<file path="src/design/twcc_pkg.sv">
// ----------------------------------------------------------------------------
// twcc_pkg
// Shared types, constants and helpers of the tree walk collision counter.
// ----------------------------------------------------------------------------
package twcc_pkg;

    localparam int MAX_DEPTH = 10;
    localparam int SLOTS     = 1 << MAX_DEPTH;
    localparam int ADDR_W    = MAX_DEPTH;
    localparam int CNT_W     = ADDR_W + 1;       // address counter, reaches SLOTS
    localparam int DEPTH_W   = 4;
    localparam int LVL_W     = $clog2(MAX_DEPTH + 1);
    localparam int LIDX_W    = $clog2(MAX_DEPTH);
    localparam int FILL_W    = 2;

    localparam int PROBE_W   = 11;
    localparam int COLL_W    = 10;
    localparam int SUCC_W    = 11;
    localparam int IDLE_W    = 11;

    localparam int CFG_IDX_W  = 1;
    localparam int CFG_DATA_W = 4;

    localparam logic [CFG_IDX_W-1:0] CFG_TREE_DEPTH = 1'd0;
    localparam logic [CFG_IDX_W-1:0] CFG_SCAN_MODE  = 1'd1;

    localparam logic [DEPTH_W-1:0] DEPTH_RESET = 4'd3;

    localparam logic [FILL_W-1:0] FILL_NONE = 2'd0;
    localparam logic [FILL_W-1:0] FILL_ONE  = 2'd1;
    localparam logic [FILL_W-1:0] FILL_MANY = 2'd2;

    typedef enum logic [2:0] {
        S_INIT,
        S_LOAD,
        S_READ,
        S_LEAF,
        S_CLIMB,
        S_FIN
    } t_state;

    typedef struct packed {
        logic load_wr;
        logic clr_wr;
        logic addr_clr;
        logic addr_inc;
        logic leaf_tree;
        logic leaf_scan;
        logic climb;
        logic out_load;
    } t_cmd;

    typedef struct packed {
        logic init_end;
        logic scan_end;
        logic in_lim;
        logic climb_done;
        logic leaf_mode;
        logic out_free;
    } t_sts;

    typedef struct packed {
        logic [1:0] probe;
        logic       coll;
        logic [1:0] succ;
        logic       idle;
    } t_inc;

    // Counts added for one probed node of the given fill at the given level.
    function automatic t_inc node_inc(input logic [FILL_W-1:0] fill,
                                      input logic [LVL_W-1:0] lvl);
        t_inc r;
        r = '0;
        if (fill == FILL_NONE) begin
            r.probe = 2'd1;
            r.idle  = 1'b1;
        end else if (fill == FILL_ONE) begin
            r.probe = 2'd1;
            r.succ  = 2'd1;
        end else if (lvl <= LVL_W'(1)) begin
            // A collided pair of leaves resolves in two more slots.
            r.probe = 2'd3;
            r.coll  = 1'b1;
            r.succ  = 2'd2;
        end else begin
            r.probe = 2'd1;
            r.coll  = 1'b1;
        end
        return r;
    endfunction

    function automatic logic [FILL_W-1:0] fill_add(input logic [FILL_W-1:0] a,
                                                   input logic [FILL_W-1:0] b);
        logic [FILL_W:0] s;
        s = {1'b0, a} + {1'b0, b};
        return (s >= {1'b0, FILL_MANY}) ? FILL_MANY : s[FILL_W-1:0];
    endfunction

endpackage

</file>
<file path="src/design/twcc_label_if.sv">
// ----------------------------------------------------------------------------
// twcc_label_if
// Label channel: one station label per transfer.
// ----------------------------------------------------------------------------
interface twcc_label_if;
    logic       valid;
    logic       ready;
    logic [9:0] station_label;
    logic       label_valid;
    logic       last_label;

    modport source (output valid, station_label, label_valid, last_label, input ready);
    modport sink   (input valid, station_label, label_valid, last_label, output ready);
endinterface

</file>
<file path="src/design/twcc_result_if.sv">
// ----------------------------------------------------------------------------
// twcc_result_if
// Result channel: the four counts of one resolved set per transfer.
// ----------------------------------------------------------------------------
interface twcc_result_if;
    logic        valid;
    logic        ready;
    logic [10:0] probe_count;
    logic [9:0]  collision_count;
    logic [10:0] success_count;
    logic [10:0] idle_count;

    modport source (output valid, probe_count, collision_count, success_count, idle_count,
                    input ready);
    modport sink   (input valid, probe_count, collision_count, success_count, idle_count,
                    output ready);
endinterface

</file>
<file path="src/design/tree_walk_collision_counter_unit.sv">
// ----------------------------------------------------------------------------
// tree_walk_collision_counter_unit
// Loads station labels into an occupancy bitmap and, on the last label of a
// set, counts the probes, collisions, successes and idles of its resolution.
// ----------------------------------------------------------------------------
// Labels are taken one per cycle while loading; each valid label inside the
// tree sets a bit of a bitmap RAM with one write port and a registered read.
// The last label of a set starts a scan over the 2^depth slots: each slot is
// read, then used and cleared, and in tree mode each node of the tree is
// closed in turn as it closes on the way up. Slots above the tree that were
// set under a larger depth are swept clear. Labels of the next set are
// accepted as soon as the result sits in the output register. After reset
// all 1024 slots of the bitmap are cleared, during which no label is
// accepted; configuration writes are taken anytime.
// ----------------------------------------------------------------------------
module tree_walk_collision_counter_unit
    import twcc_pkg::*;
(
    input  logic                  i_clk,
    input  logic                  i_rst_n,
    input  logic                  i_cfg_we,
    input  logic [CFG_IDX_W-1:0]  i_cfg_idx,
    input  logic [CFG_DATA_W-1:0] i_cfg_data,
    twcc_label_if.sink            i_label,
    twcc_result_if.source         o_result
);
    t_cmd cmd;
    t_sts sts;

    twcc_ctrl u_ctrl (
        .i_clk      (i_clk),
        .i_rst_n    (i_rst_n),
        .i_in_valid (i_label.valid),
        .i_in_last  (i_label.last_label),
        .o_in_ready (i_label.ready),
        .i_sts      (sts),
        .o_cmd      (cmd)
    );

    twcc_dpath u_dpath (
        .i_clk             (i_clk),
        .i_rst_n           (i_rst_n),
        .i_cfg_we          (i_cfg_we),
        .i_cfg_idx         (i_cfg_idx),
        .i_cfg_data        (i_cfg_data),
        .i_station_label   (i_label.station_label),
        .i_label_valid     (i_label.label_valid),
        .i_cmd             (cmd),
        .o_sts             (sts),
        .i_out_ready       (o_result.ready),
        .o_out_valid       (o_result.valid),
        .o_probe_count     (o_result.probe_count),
        .o_collision_count (o_result.collision_count),
        .o_success_count   (o_result.success_count),
        .o_idle_count      (o_result.idle_count)
    );
endmodule

</file>
<file path="src/design/twcc_ram.sv">
// ----------------------------------------------------------------------------
// twcc_ram
// Generic RAM with one write port and one registered read port.
// ----------------------------------------------------------------------------
module twcc_ram #(
    parameter int WIDTH = 1,
    parameter int DEPTH = 1024
) (
    input  logic                     i_clk,
    input  logic                     i_we,
    input  logic [$clog2(DEPTH)-1:0] i_waddr,
    input  logic [WIDTH-1:0]         i_wdata,
    input  logic [$clog2(DEPTH)-1:0] i_raddr,
    output logic [WIDTH-1:0]         o_rdata
);
    logic [WIDTH-1:0] r_mem [DEPTH];
    logic [WIDTH-1:0] r_rdata;

    always_ff @(posedge i_clk) begin
        if (i_we) begin
            r_mem[i_waddr] <= i_wdata;
        end
        r_rdata <= r_mem[i_raddr];
    end

    assign o_rdata = r_rdata;
endmodule

</file>
<file path="src/design/twcc_ctrl.sv">
// ----------------------------------------------------------------------------
// twcc_ctrl
// Sequencer: bitmap clear after reset, label loading, slot scan with the
// bottom-up level climb, and hand-off of the result.
// ----------------------------------------------------------------------------
module twcc_ctrl
    import twcc_pkg::*;
(
    input  logic i_clk,
    input  logic i_rst_n,
    input  logic i_in_valid,
    input  logic i_in_last,
    output logic o_in_ready,
    input  t_sts i_sts,
    output t_cmd o_cmd
);
    t_state r_state, n_state;

    always_ff @(posedge i_clk) begin
        if (!i_rst_n) begin
            r_state <= S_INIT;
        end else begin
            r_state <= n_state;
        end
    end

    always_comb begin
        n_state    = r_state;
        o_cmd      = '0;
        o_in_ready = 1'b0;
        case (r_state)
            S_INIT: begin
                o_cmd.clr_wr = 1'b1;
                if (i_sts.init_end) begin
                    o_cmd.addr_clr = 1'b1;
                    n_state        = S_LOAD;
                end else begin
                    o_cmd.addr_inc = 1'b1;
                end
            end
            S_LOAD: begin
                o_in_ready = 1'b1;
                if (i_in_valid) begin
                    o_cmd.load_wr = 1'b1;
                    if (i_in_last) begin
                        n_state = S_READ;
                    end
                end
            end
            S_READ: begin
                if (i_sts.in_lim) begin
                    n_state = S_LEAF;
                end else begin
                    // Slot beyond the tree: only stale bits to clear.
                    o_cmd.clr_wr = 1'b1;
                    if (i_sts.scan_end) begin
                        n_state = S_FIN;
                    end else begin
                        o_cmd.addr_inc = 1'b1;
                    end
                end
            end
            S_LEAF: begin
                o_cmd.clr_wr = 1'b1;
                if (i_sts.leaf_mode) begin
                    o_cmd.leaf_scan = 1'b1;
                    if (i_sts.scan_end) begin
                        n_state = S_FIN;
                    end else begin
                        o_cmd.addr_inc = 1'b1;
                        n_state        = S_READ;
                    end
                end else begin
                    o_cmd.leaf_tree = 1'b1;
                    n_state         = S_CLIMB;
                end
            end
            S_CLIMB: begin
                o_cmd.climb = 1'b1;
                if (i_sts.climb_done) begin
                    if (i_sts.scan_end) begin
                        n_state = S_FIN;
                    end else begin
                        o_cmd.addr_inc = 1'b1;
                        n_state        = S_READ;
                    end
                end
            end
            S_FIN: begin
                if (i_sts.out_free) begin
                    o_cmd.out_load = 1'b1;
                    o_cmd.addr_clr = 1'b1;
                    n_state        = S_LOAD;
                end
            end
            default: begin
                n_state = S_INIT;
            end
        endcase
    end
endmodule

</file>
<file path="src/design/twcc_dpath.sv">
// ----------------------------------------------------------------------------
// twcc_dpath
// Datapath: configuration registers, occupancy bitmap, slot address, level
// climb registers, count accumulators and the result register.
// ----------------------------------------------------------------------------
module twcc_dpath
    import twcc_pkg::*;
(
    input  logic                  i_clk,
    input  logic                  i_rst_n,
    input  logic                  i_cfg_we,
    input  logic [CFG_IDX_W-1:0]  i_cfg_idx,
    input  logic [CFG_DATA_W-1:0] i_cfg_data,
    input  logic [ADDR_W-1:0]     i_station_label,
    input  logic                  i_label_valid,
    input  t_cmd                  i_cmd,
    output t_sts                  o_sts,
    input  logic                  i_out_ready,
    output logic                  o_out_valid,
    output logic [PROBE_W-1:0]    o_probe_count,
    output logic [COLL_W-1:0]     o_collision_count,
    output logic [SUCC_W-1:0]     o_success_count,
    output logic [IDLE_W-1:0]     o_idle_count
);
    logic [DEPTH_W-1:0] r_depth;
    logic               r_mode;
    logic [CNT_W-1:0]   r_addr;
    logic [CNT_W-1:0]   r_hwm, n_hwm;
    logic [LVL_W-1:0]   r_lvl;
    logic [FILL_W-1:0]  r_fill;
    logic [FILL_W-1:0]  r_left [MAX_DEPTH];

    logic [PROBE_W-1:0] r_probe, n_probe;
    logic [COLL_W-1:0]  r_coll, n_coll;
    logic [SUCC_W-1:0]  r_succ, n_succ;
    logic [IDLE_W-1:0]  r_idle, n_idle;

    logic               r_out_valid;
    logic [PROBE_W-1:0] r_out_probe;
    logic [COLL_W-1:0]  r_out_coll;
    logic [SUCC_W-1:0]  r_out_succ;
    logic [IDLE_W-1:0]  r_out_idle;

    logic [LVL_W-1:0]   k;
    logic [CNT_W-1:0]   lim;
    logic [CNT_W-1:0]   addr_nxt;
    logic               label_ok;
    logic               ram_we;
    logic [ADDR_W-1:0]  ram_waddr;
    logic               ram_wdata;
    logic               ram_rdata;
    logic               is_root;
    logic               addr_bit;
    logic [FILL_W-1:0]  left_fill;
    logic [FILL_W-1:0]  par_fill;
    t_inc               inc_a, inc_b;

    // Effective depth: zero acts as one, anything above the maximum as the maximum.
    always_comb begin
        if (r_depth == '0) begin
            k = LVL_W'(1);
        end else if (r_depth > DEPTH_W'(MAX_DEPTH)) begin
            k = LVL_W'(MAX_DEPTH);
        end else begin
            k = LVL_W'(r_depth);
        end
    end

    assign lim      = CNT_W'(1) << k;
    assign addr_nxt = r_addr + CNT_W'(1);
    assign label_ok = i_label_valid && ({1'b0, i_station_label} < lim);

    // Bitmap write port: a valid in-tree label sets its slot; init, scan and sweeps clear.
    assign ram_we    = (i_cmd.load_wr && label_ok) || i_cmd.clr_wr;
    assign ram_waddr = i_cmd.load_wr ? i_station_label : r_addr[ADDR_W-1:0];
    assign ram_wdata = i_cmd.load_wr;

    twcc_ram #(
        .WIDTH (1),
        .DEPTH (SLOTS)
    ) u_bitmap (
        .i_clk   (i_clk),
        .i_we    (ram_we),
        .i_waddr (ram_waddr),
        .i_wdata (ram_wdata),
        .i_raddr (r_addr[ADDR_W-1:0]),
        .o_rdata (ram_rdata)
    );

    assign is_root   = (r_lvl == k);
    assign addr_bit  = is_root ? 1'b0 : r_addr[r_lvl[LIDX_W-1:0]];
    assign left_fill = is_root ? FILL_NONE : r_left[r_lvl[LIDX_W-1:0]];
    assign par_fill  = fill_add(left_fill, r_fill);

    assign o_sts.init_end   = (r_addr == CNT_W'(SLOTS - 1));
    assign o_sts.scan_end   = (addr_nxt >= lim) && (addr_nxt >= r_hwm);
    assign o_sts.in_lim     = (r_addr < lim);
    assign o_sts.climb_done = is_root || !addr_bit;
    assign o_sts.leaf_mode  = r_mode;
    assign o_sts.out_free   = !r_out_valid;

    // When a right child closes, the parent's fill is known. Both children are
    // probed exactly when the parent collided; leaf children are covered by
    // the pair rule of their parent.
    always_comb begin
        inc_a   = '0;
        inc_b   = '0;
        n_probe = r_probe;
        n_coll  = r_coll;
        n_succ  = r_succ;
        n_idle  = r_idle;
        if (i_cmd.climb) begin
            if (is_root) begin
                inc_a = node_inc(r_fill, r_lvl);
            end else if (addr_bit && (r_lvl != '0) && (par_fill == FILL_MANY)) begin
                inc_a = node_inc(left_fill, r_lvl);
                inc_b = node_inc(r_fill, r_lvl);
            end
        end else if (i_cmd.leaf_scan) begin
            inc_a.probe = 2'd1;
            inc_a.succ  = {1'b0, ram_rdata};
            inc_a.idle  = !ram_rdata;
        end
        n_probe = r_probe + PROBE_W'({1'b0, inc_a.probe} + {1'b0, inc_b.probe});
        n_coll  = r_coll + COLL_W'({1'b0, inc_a.coll} + {1'b0, inc_b.coll});
        n_succ  = r_succ + SUCC_W'({1'b0, inc_a.succ} + {1'b0, inc_b.succ});
        n_idle  = r_idle + IDLE_W'({1'b0, inc_a.idle} + {1'b0, inc_b.idle});
    end

    function automatic logic addr_hwm_gt();
        return ({1'b0, i_station_label} >= r_hwm);
    endfunction

    always_comb begin
        n_hwm = r_hwm;
        if (i_cmd.load_wr && label_ok && (addr_hwm_gt())) begin
            n_hwm = {1'b0, i_station_label} + CNT_W'(1);
        end
    end

    always_ff @(posedge i_clk) begin
        if (!i_rst_n) begin
            r_depth     <= DEPTH_RESET;
            r_mode      <= 1'b0;
            r_addr      <= '0;
            r_hwm       <= '0;
            r_probe     <= '0;
            r_coll      <= '0;
            r_succ      <= '0;
            r_idle      <= '0;
            r_out_valid <= 1'b0;
        end else begin
            if (i_cfg_we) begin
                case (i_cfg_idx)
                    CFG_TREE_DEPTH: r_depth <= i_cfg_data[DEPTH_W-1:0];
                    CFG_SCAN_MODE:  r_mode  <= i_cfg_data[0];
                    default: ;
                endcase
            end

            if (i_cmd.addr_clr) begin
                r_addr <= '0;
            end else if (i_cmd.addr_inc) begin
                r_addr <= addr_nxt;
            end

            if (i_cmd.out_load) begin
                r_hwm   <= '0;
                r_probe <= '0;
                r_coll  <= '0;
                r_succ  <= '0;
                r_idle  <= '0;
            end else begin
                r_hwm   <= n_hwm;
                r_probe <= n_probe;
                r_coll  <= n_coll;
                r_succ  <= n_succ;
                r_idle  <= n_idle;
            end

            if (i_cmd.out_load) begin
                r_out_valid <= 1'b1;
            end else if (i_out_ready) begin
                r_out_valid <= 1'b0;
            end
        end
    end

    // Level climb registers and the left-sibling fill of each level.
    always_ff @(posedge i_clk) begin
        if (i_cmd.leaf_tree) begin
            r_lvl  <= '0;
            r_fill <= {1'b0, ram_rdata};
        end else if (i_cmd.climb && !is_root) begin
            if (addr_bit) begin
                r_lvl  <= r_lvl + LVL_W'(1);
                r_fill <= par_fill;
            end else begin
                r_left[r_lvl[LIDX_W-1:0]] <= r_fill;
            end
        end
    end

    always_ff @(posedge i_clk) begin
        if (i_cmd.out_load) begin
            r_out_probe <= r_probe;
            r_out_coll  <= r_coll;
            r_out_succ  <= r_succ;
            r_out_idle  <= r_idle;
        end
    end

    assign o_out_valid       = r_out_valid;
    assign o_probe_count     = r_out_probe;
    assign o_collision_count = r_out_coll;
    assign o_success_count   = r_out_succ;
    assign o_idle_count      = r_out_idle;
endmodule

</file>
<file path="src/flat_wrapper.sv">
// flat-port wrapper written by rule: the top's interface ports become plain ports
module tree_walk_collision_counter_unit_flat import twcc_pkg::*;
  (i_clk, i_rst_n, i_cfg_we, i_cfg_idx, i_cfg_data, i_label_valid, i_label_station_label, i_label_label_valid, i_label_last_label, i_label_ready, o_result_valid, o_result_probe_count, o_result_collision_count, o_result_success_count, o_result_idle_count, o_result_ready);
  twcc_label_if i_label_i ();
  twcc_result_if o_result_i ();
  input  logic i_clk;
  input  logic i_rst_n;
  input  logic i_cfg_we;
  input  logic [CFG_IDX_W-1:0] i_cfg_idx;
  input  logic [CFG_DATA_W-1:0] i_cfg_data;
  input wire logic [$bits(i_label_i.valid)-1:0] i_label_valid;
  input wire logic [$bits(i_label_i.station_label)-1:0] i_label_station_label;
  input wire logic [$bits(i_label_i.label_valid)-1:0] i_label_label_valid;
  input wire logic [$bits(i_label_i.last_label)-1:0] i_label_last_label;
  output wire logic [$bits(i_label_i.ready)-1:0] i_label_ready;
  output wire logic [$bits(o_result_i.valid)-1:0] o_result_valid;
  output wire logic [$bits(o_result_i.probe_count)-1:0] o_result_probe_count;
  output wire logic [$bits(o_result_i.collision_count)-1:0] o_result_collision_count;
  output wire logic [$bits(o_result_i.success_count)-1:0] o_result_success_count;
  output wire logic [$bits(o_result_i.idle_count)-1:0] o_result_idle_count;
  input wire logic [$bits(o_result_i.ready)-1:0] o_result_ready;
  assign i_label_i.valid = i_label_valid;
  assign i_label_i.station_label = i_label_station_label;
  assign i_label_i.label_valid = i_label_label_valid;
  assign i_label_i.last_label = i_label_last_label;
  assign i_label_ready = i_label_i.ready;
  assign o_result_valid = o_result_i.valid;
  assign o_result_probe_count = o_result_i.probe_count;
  assign o_result_collision_count = o_result_i.collision_count;
  assign o_result_success_count = o_result_i.success_count;
  assign o_result_idle_count = o_result_i.idle_count;
  assign o_result_i.ready = o_result_ready;
  tree_walk_collision_counter_unit u_core (.i_clk(i_clk), .i_rst_n(i_rst_n), .i_cfg_we(i_cfg_we), .i_cfg_idx(i_cfg_idx), .i_cfg_data(i_cfg_data), .i_label(i_label_i), .o_result(o_result_i));
endmodule
</file>
<file path="config.mk">
export PLATFORM = sky130hd
export DESIGN_NAME = tree_walk_collision_counter_unit_flat
export DESIGN_NICKNAME = d
export VERILOG_FILES = /design/src/design/twcc_pkg.sv /design/src/design/twcc_label_if.sv /design/src/design/twcc_result_if.sv /design/src/design/tree_walk_collision_counter_unit.sv /design/src/design/twcc_ram.sv /design/src/design/twcc_ctrl.sv /design/src/design/twcc_dpath.sv /design/src/flat_wrapper.sv
export SDC_FILE = /design/constraint.sdc
export NUM_CORES = 2
export LEC_CHECK = 0
export ABC_AREA = 0
export BUFFER_PORTS_ARGS = -buffer_cell sky130_fd_sc_hd__buf_2
export CORE_MARGIN = 5
export CORE_UTILIZATION = 45
export DETAILED_ROUTE_END_ITERATION = 12
export HOLD_SLACK_MARGIN = 0.02
export PLACE_DENSITY = 0.7
export SLEW_MARGIN = 0
export SYNTH_ARGS = -nofsm -noshare
export SYNTH_HDL_FRONTEND = slang
export SYNTH_HIERARCHICAL = 1
export SYNTH_SLANG_ARGS = --single-unit
export TNS_END_PERCENT = 1
</file>
<file path="constraint.sdc">
create_clock -name i_clk -period 15.6 [get_ports i_clk]
set_clock_uncertainty 0.15 [all_clocks]
set_input_delay 0 -clock i_clk [delete_from_list [all_inputs] [get_ports i_clk]]
set_output_delay 0 -clock i_clk [all_outputs]
set_load 0.05 [all_outputs]
</file>
==> reports/qor.csv <==
metric;value;unit
outcome;finished clean;
Vias;33100;
clk slew on worst S/H paths;60;ps
layout cell share with drive strength beyond 1;14.7;%
total global-route track usage;21.6;%
Syn Std Cell Area;52700;sq um
Worst Path Buf+Inv;1;
grt total ovfl;0;
setup slack after layout;9950;ps
period utilisation layout;36.2;%
Root Driver;clkbuf_16;
cell family with most CP delay;adder cells;
Relative slew margins;14.8;%
initial DRC count;4149;
Synth warnings;6;
top post-synthesis cells by area;edfxtp_1 62%, mux4_2 8.8%, nor2_1 7.8%, dfxtp_1 3.2%, mux2i_1 2.6%;
Die Y;352;um
Mapped Cells;3881;
largest stage delay on the critical path;540;ps
vias in the first global route;32200;
Synth cell types;89;
fill cell count;9748;
largest buffer count on any clock path;3;
IO buf count;66;
Starting Density;45.3;%
commonest cells after routing, fill and taps aside;1098 x nor2_1, 1088 x edfxtp_1, 206 x mux4_2;
IO Count;67;
Post-synth ARST share;0;%
Skew-Pair Late Insertion Delay;690;ps
Fin. Hold Viols;0;
critical-path cell list;mux4_2 > mux2_2 > o21ai_0 > nor2_1 > ha_1 > fa_1 > nor2_1 > a21o_1 > o32ai_2 > nand2_1 > o2bb2ai_1 > xor2_1 > ha_1 > ha_1 > inv_1 > fa_1 > nor2b_1 > nand2_1 > or2_2 > a21oi_1;
CP Class;reg2reg;
clk sinks;1172;
crit end category;flip-flop;
flop2flop setup slack;9950;ps
most common cell after layout, fill and taps aside;nor2_1;
post-route setup TNS;0;ps
Worst Path Max Fanout;6;
Synth Area per Inst;13.6;sq um
CTS buffer count;116;
max-cap viol count;0;
Resized cells post-CTS;0;
Vias/cell;6.03;
dpl hpwl;73500;um
routed length per instance;25.1;um
Slew Limit Fails;0;
Pre-Repair DR Iteration Count;6;
DIE AREA;124000;sq um
CP max stage cell;mux4_2;
reg2reg end;u_core/u_dpath/r_probe[7];
Core Area;116000;sq um
Worst Path Required;16060;ps
most used cell, CP;ha_1;
Pwr per Cell Area;135;nW/um^2
crit path launch type;flip-flop;
min Tclk post-route;5650;ps
count of final setup violators;0;
largest reg by FF count;u_core/u_dpath/u_bitmap/r_mem;
WL final;137000;um
Peak VDD IR;0.139;mV
H-tree Lvls;3;
first-pass GRT wire length;204000;um
Seq cells post-synth;1172;
layout net count;3964;
standard-cell rows;125;
Yosys top cell area share;62.0;%
leakage;17.9;nW
most used flip-flop cell after synthesis;edfxtp_1;
max FFs per register;1024;
number of synthesized flops with an enable pin;1088;
ANT cells;0;
Final ANT Viol Nets;0;
RSZ-0062 raised after global routing;no;
largest net degree at the start of global routing;285;
initial antenna violation count;2;
Post-route DRC;0;
Die X;352;um
FMAX;177;MHz
area grow syn2layout;10.9;%
Worst Setup EP;u_core/u_dpath/r_probe[7];
worst slew pin tran;1270;ps
worst hold-check path type;in2reg;
CTS tree;done;
CP arrival;6110;ps
Worst R2R Path Depth;20;
dominant cell type by area after synthesis;edfxtp_1;
sequential share of the synthesized area;65.2;%
WP depth;20;
gpl congestion;0.825;
DP Worst Slack;9930;ps
through the flow:
step	power (mW)	cells	utilization, %	cell area, sq um	hold slack, ps
after global routing	8.17	5487	50.3	58400	149
after detailed placement	5.20	5211	46.6	54100	117
after floorplan	4.85	3882	-	52700	-88.1
after global placement	5.18	5211	46.6	54100	98.4
after CTS	7.93	5487	50.3	58400	89.8
final	7.89	5487	50.3	58400	154
per-layer routing:
metal	GRT usage, %	wire, um	share of wire [%]	vias up
met5	0	28	0.020	-
met4	6.93	4730	3.4	4
met3	4.02	14100	10	294
met2	36.0	66500	48	1678
met1	28.9	52200	38	16900
li1	-	-	-	14200
final cells by class:
cell class,instances,area (sq um),share of cell area [%]
multi-input cells,2343,16800,28.7
flip-flops and latches,1172,34400,58.8
repair buffers,199,1540,2.63
clock buffers,153,3100,5.31
inverters,36,135,0.231
clock inverters,60,606,1.04
well taps,1524,1910,3.26
worst register-to-register path: cells and delay by family, from the launching register on:
kind	cells	cell delay, ps
flops	1	530
xor+xnor	1	130
compound gates	5	1390
fa+ha+maj	5	1600
simple gates	6	920
buf+inv	1	50
mux	2	820
what timing repair did:
action                    in CTS  in global routing
hold endpoints to repair     116                  0
buffers inserted               0                  0
hold buffers                  63                  0
synthesized netlist by cell type, drive strengths merged (34+ instances only):
library cell and number:
inv 34, xor2 42, dfxtp 84, buf 130
ha 67, nand2 142, o21ai 39, o221ai 49
a21oi 67, mux2i 136, nor3 50, mux4 220
clkbuf 201, nand3 74, edfxtp 1088, nor2 1099
how the worst min path moves through the flow:
stage | startpoint | end | slack, ps | depth (start not counted)
2_1_floorplan | i_rst_n | u_core/u_dpath/r_depth[0] | -90 | 1
3_3_place_gp | i_cfg_data[0] | u_core/u_dpath/r_depth[0] | 100 | 3
3_5_place_dp | i_cfg_data[0] | u_core/u_dpath/r_depth[0] | 120 | 3
4_1_cts | i_rst_n | u_core/u_ctrl/r_state[2] | 90 | 3
5_1_grt | i_rst_n | u_core/u_ctrl/r_state[2] | 150 | 3
6_report | i_rst_n | u_core/u_ctrl/r_state[2] | 150 | 3
kinds of logic after synthesis:
group | share of synthesized area (%)
AND/OR/NAND/NOR | 12.4
flip-flops | 65.2
multiplexers | 12.4
buffers and inverters | 3.30
AO/OA/AOI/OAI | 3.80
adder cells (fa/ha/maj) | 1.88
XOR/XNOR | 1.03
other | 0.00712
power breakdown:
| part | internal (mW) | switching, mW |
|---|---|---|
| sequential | 3.53 | 0.0386 |
| combinational | 0.622 | 0.956 |
| clock | 1.56 | 1.18 |
Note: power is estimated with default switching activity, not from simulation.
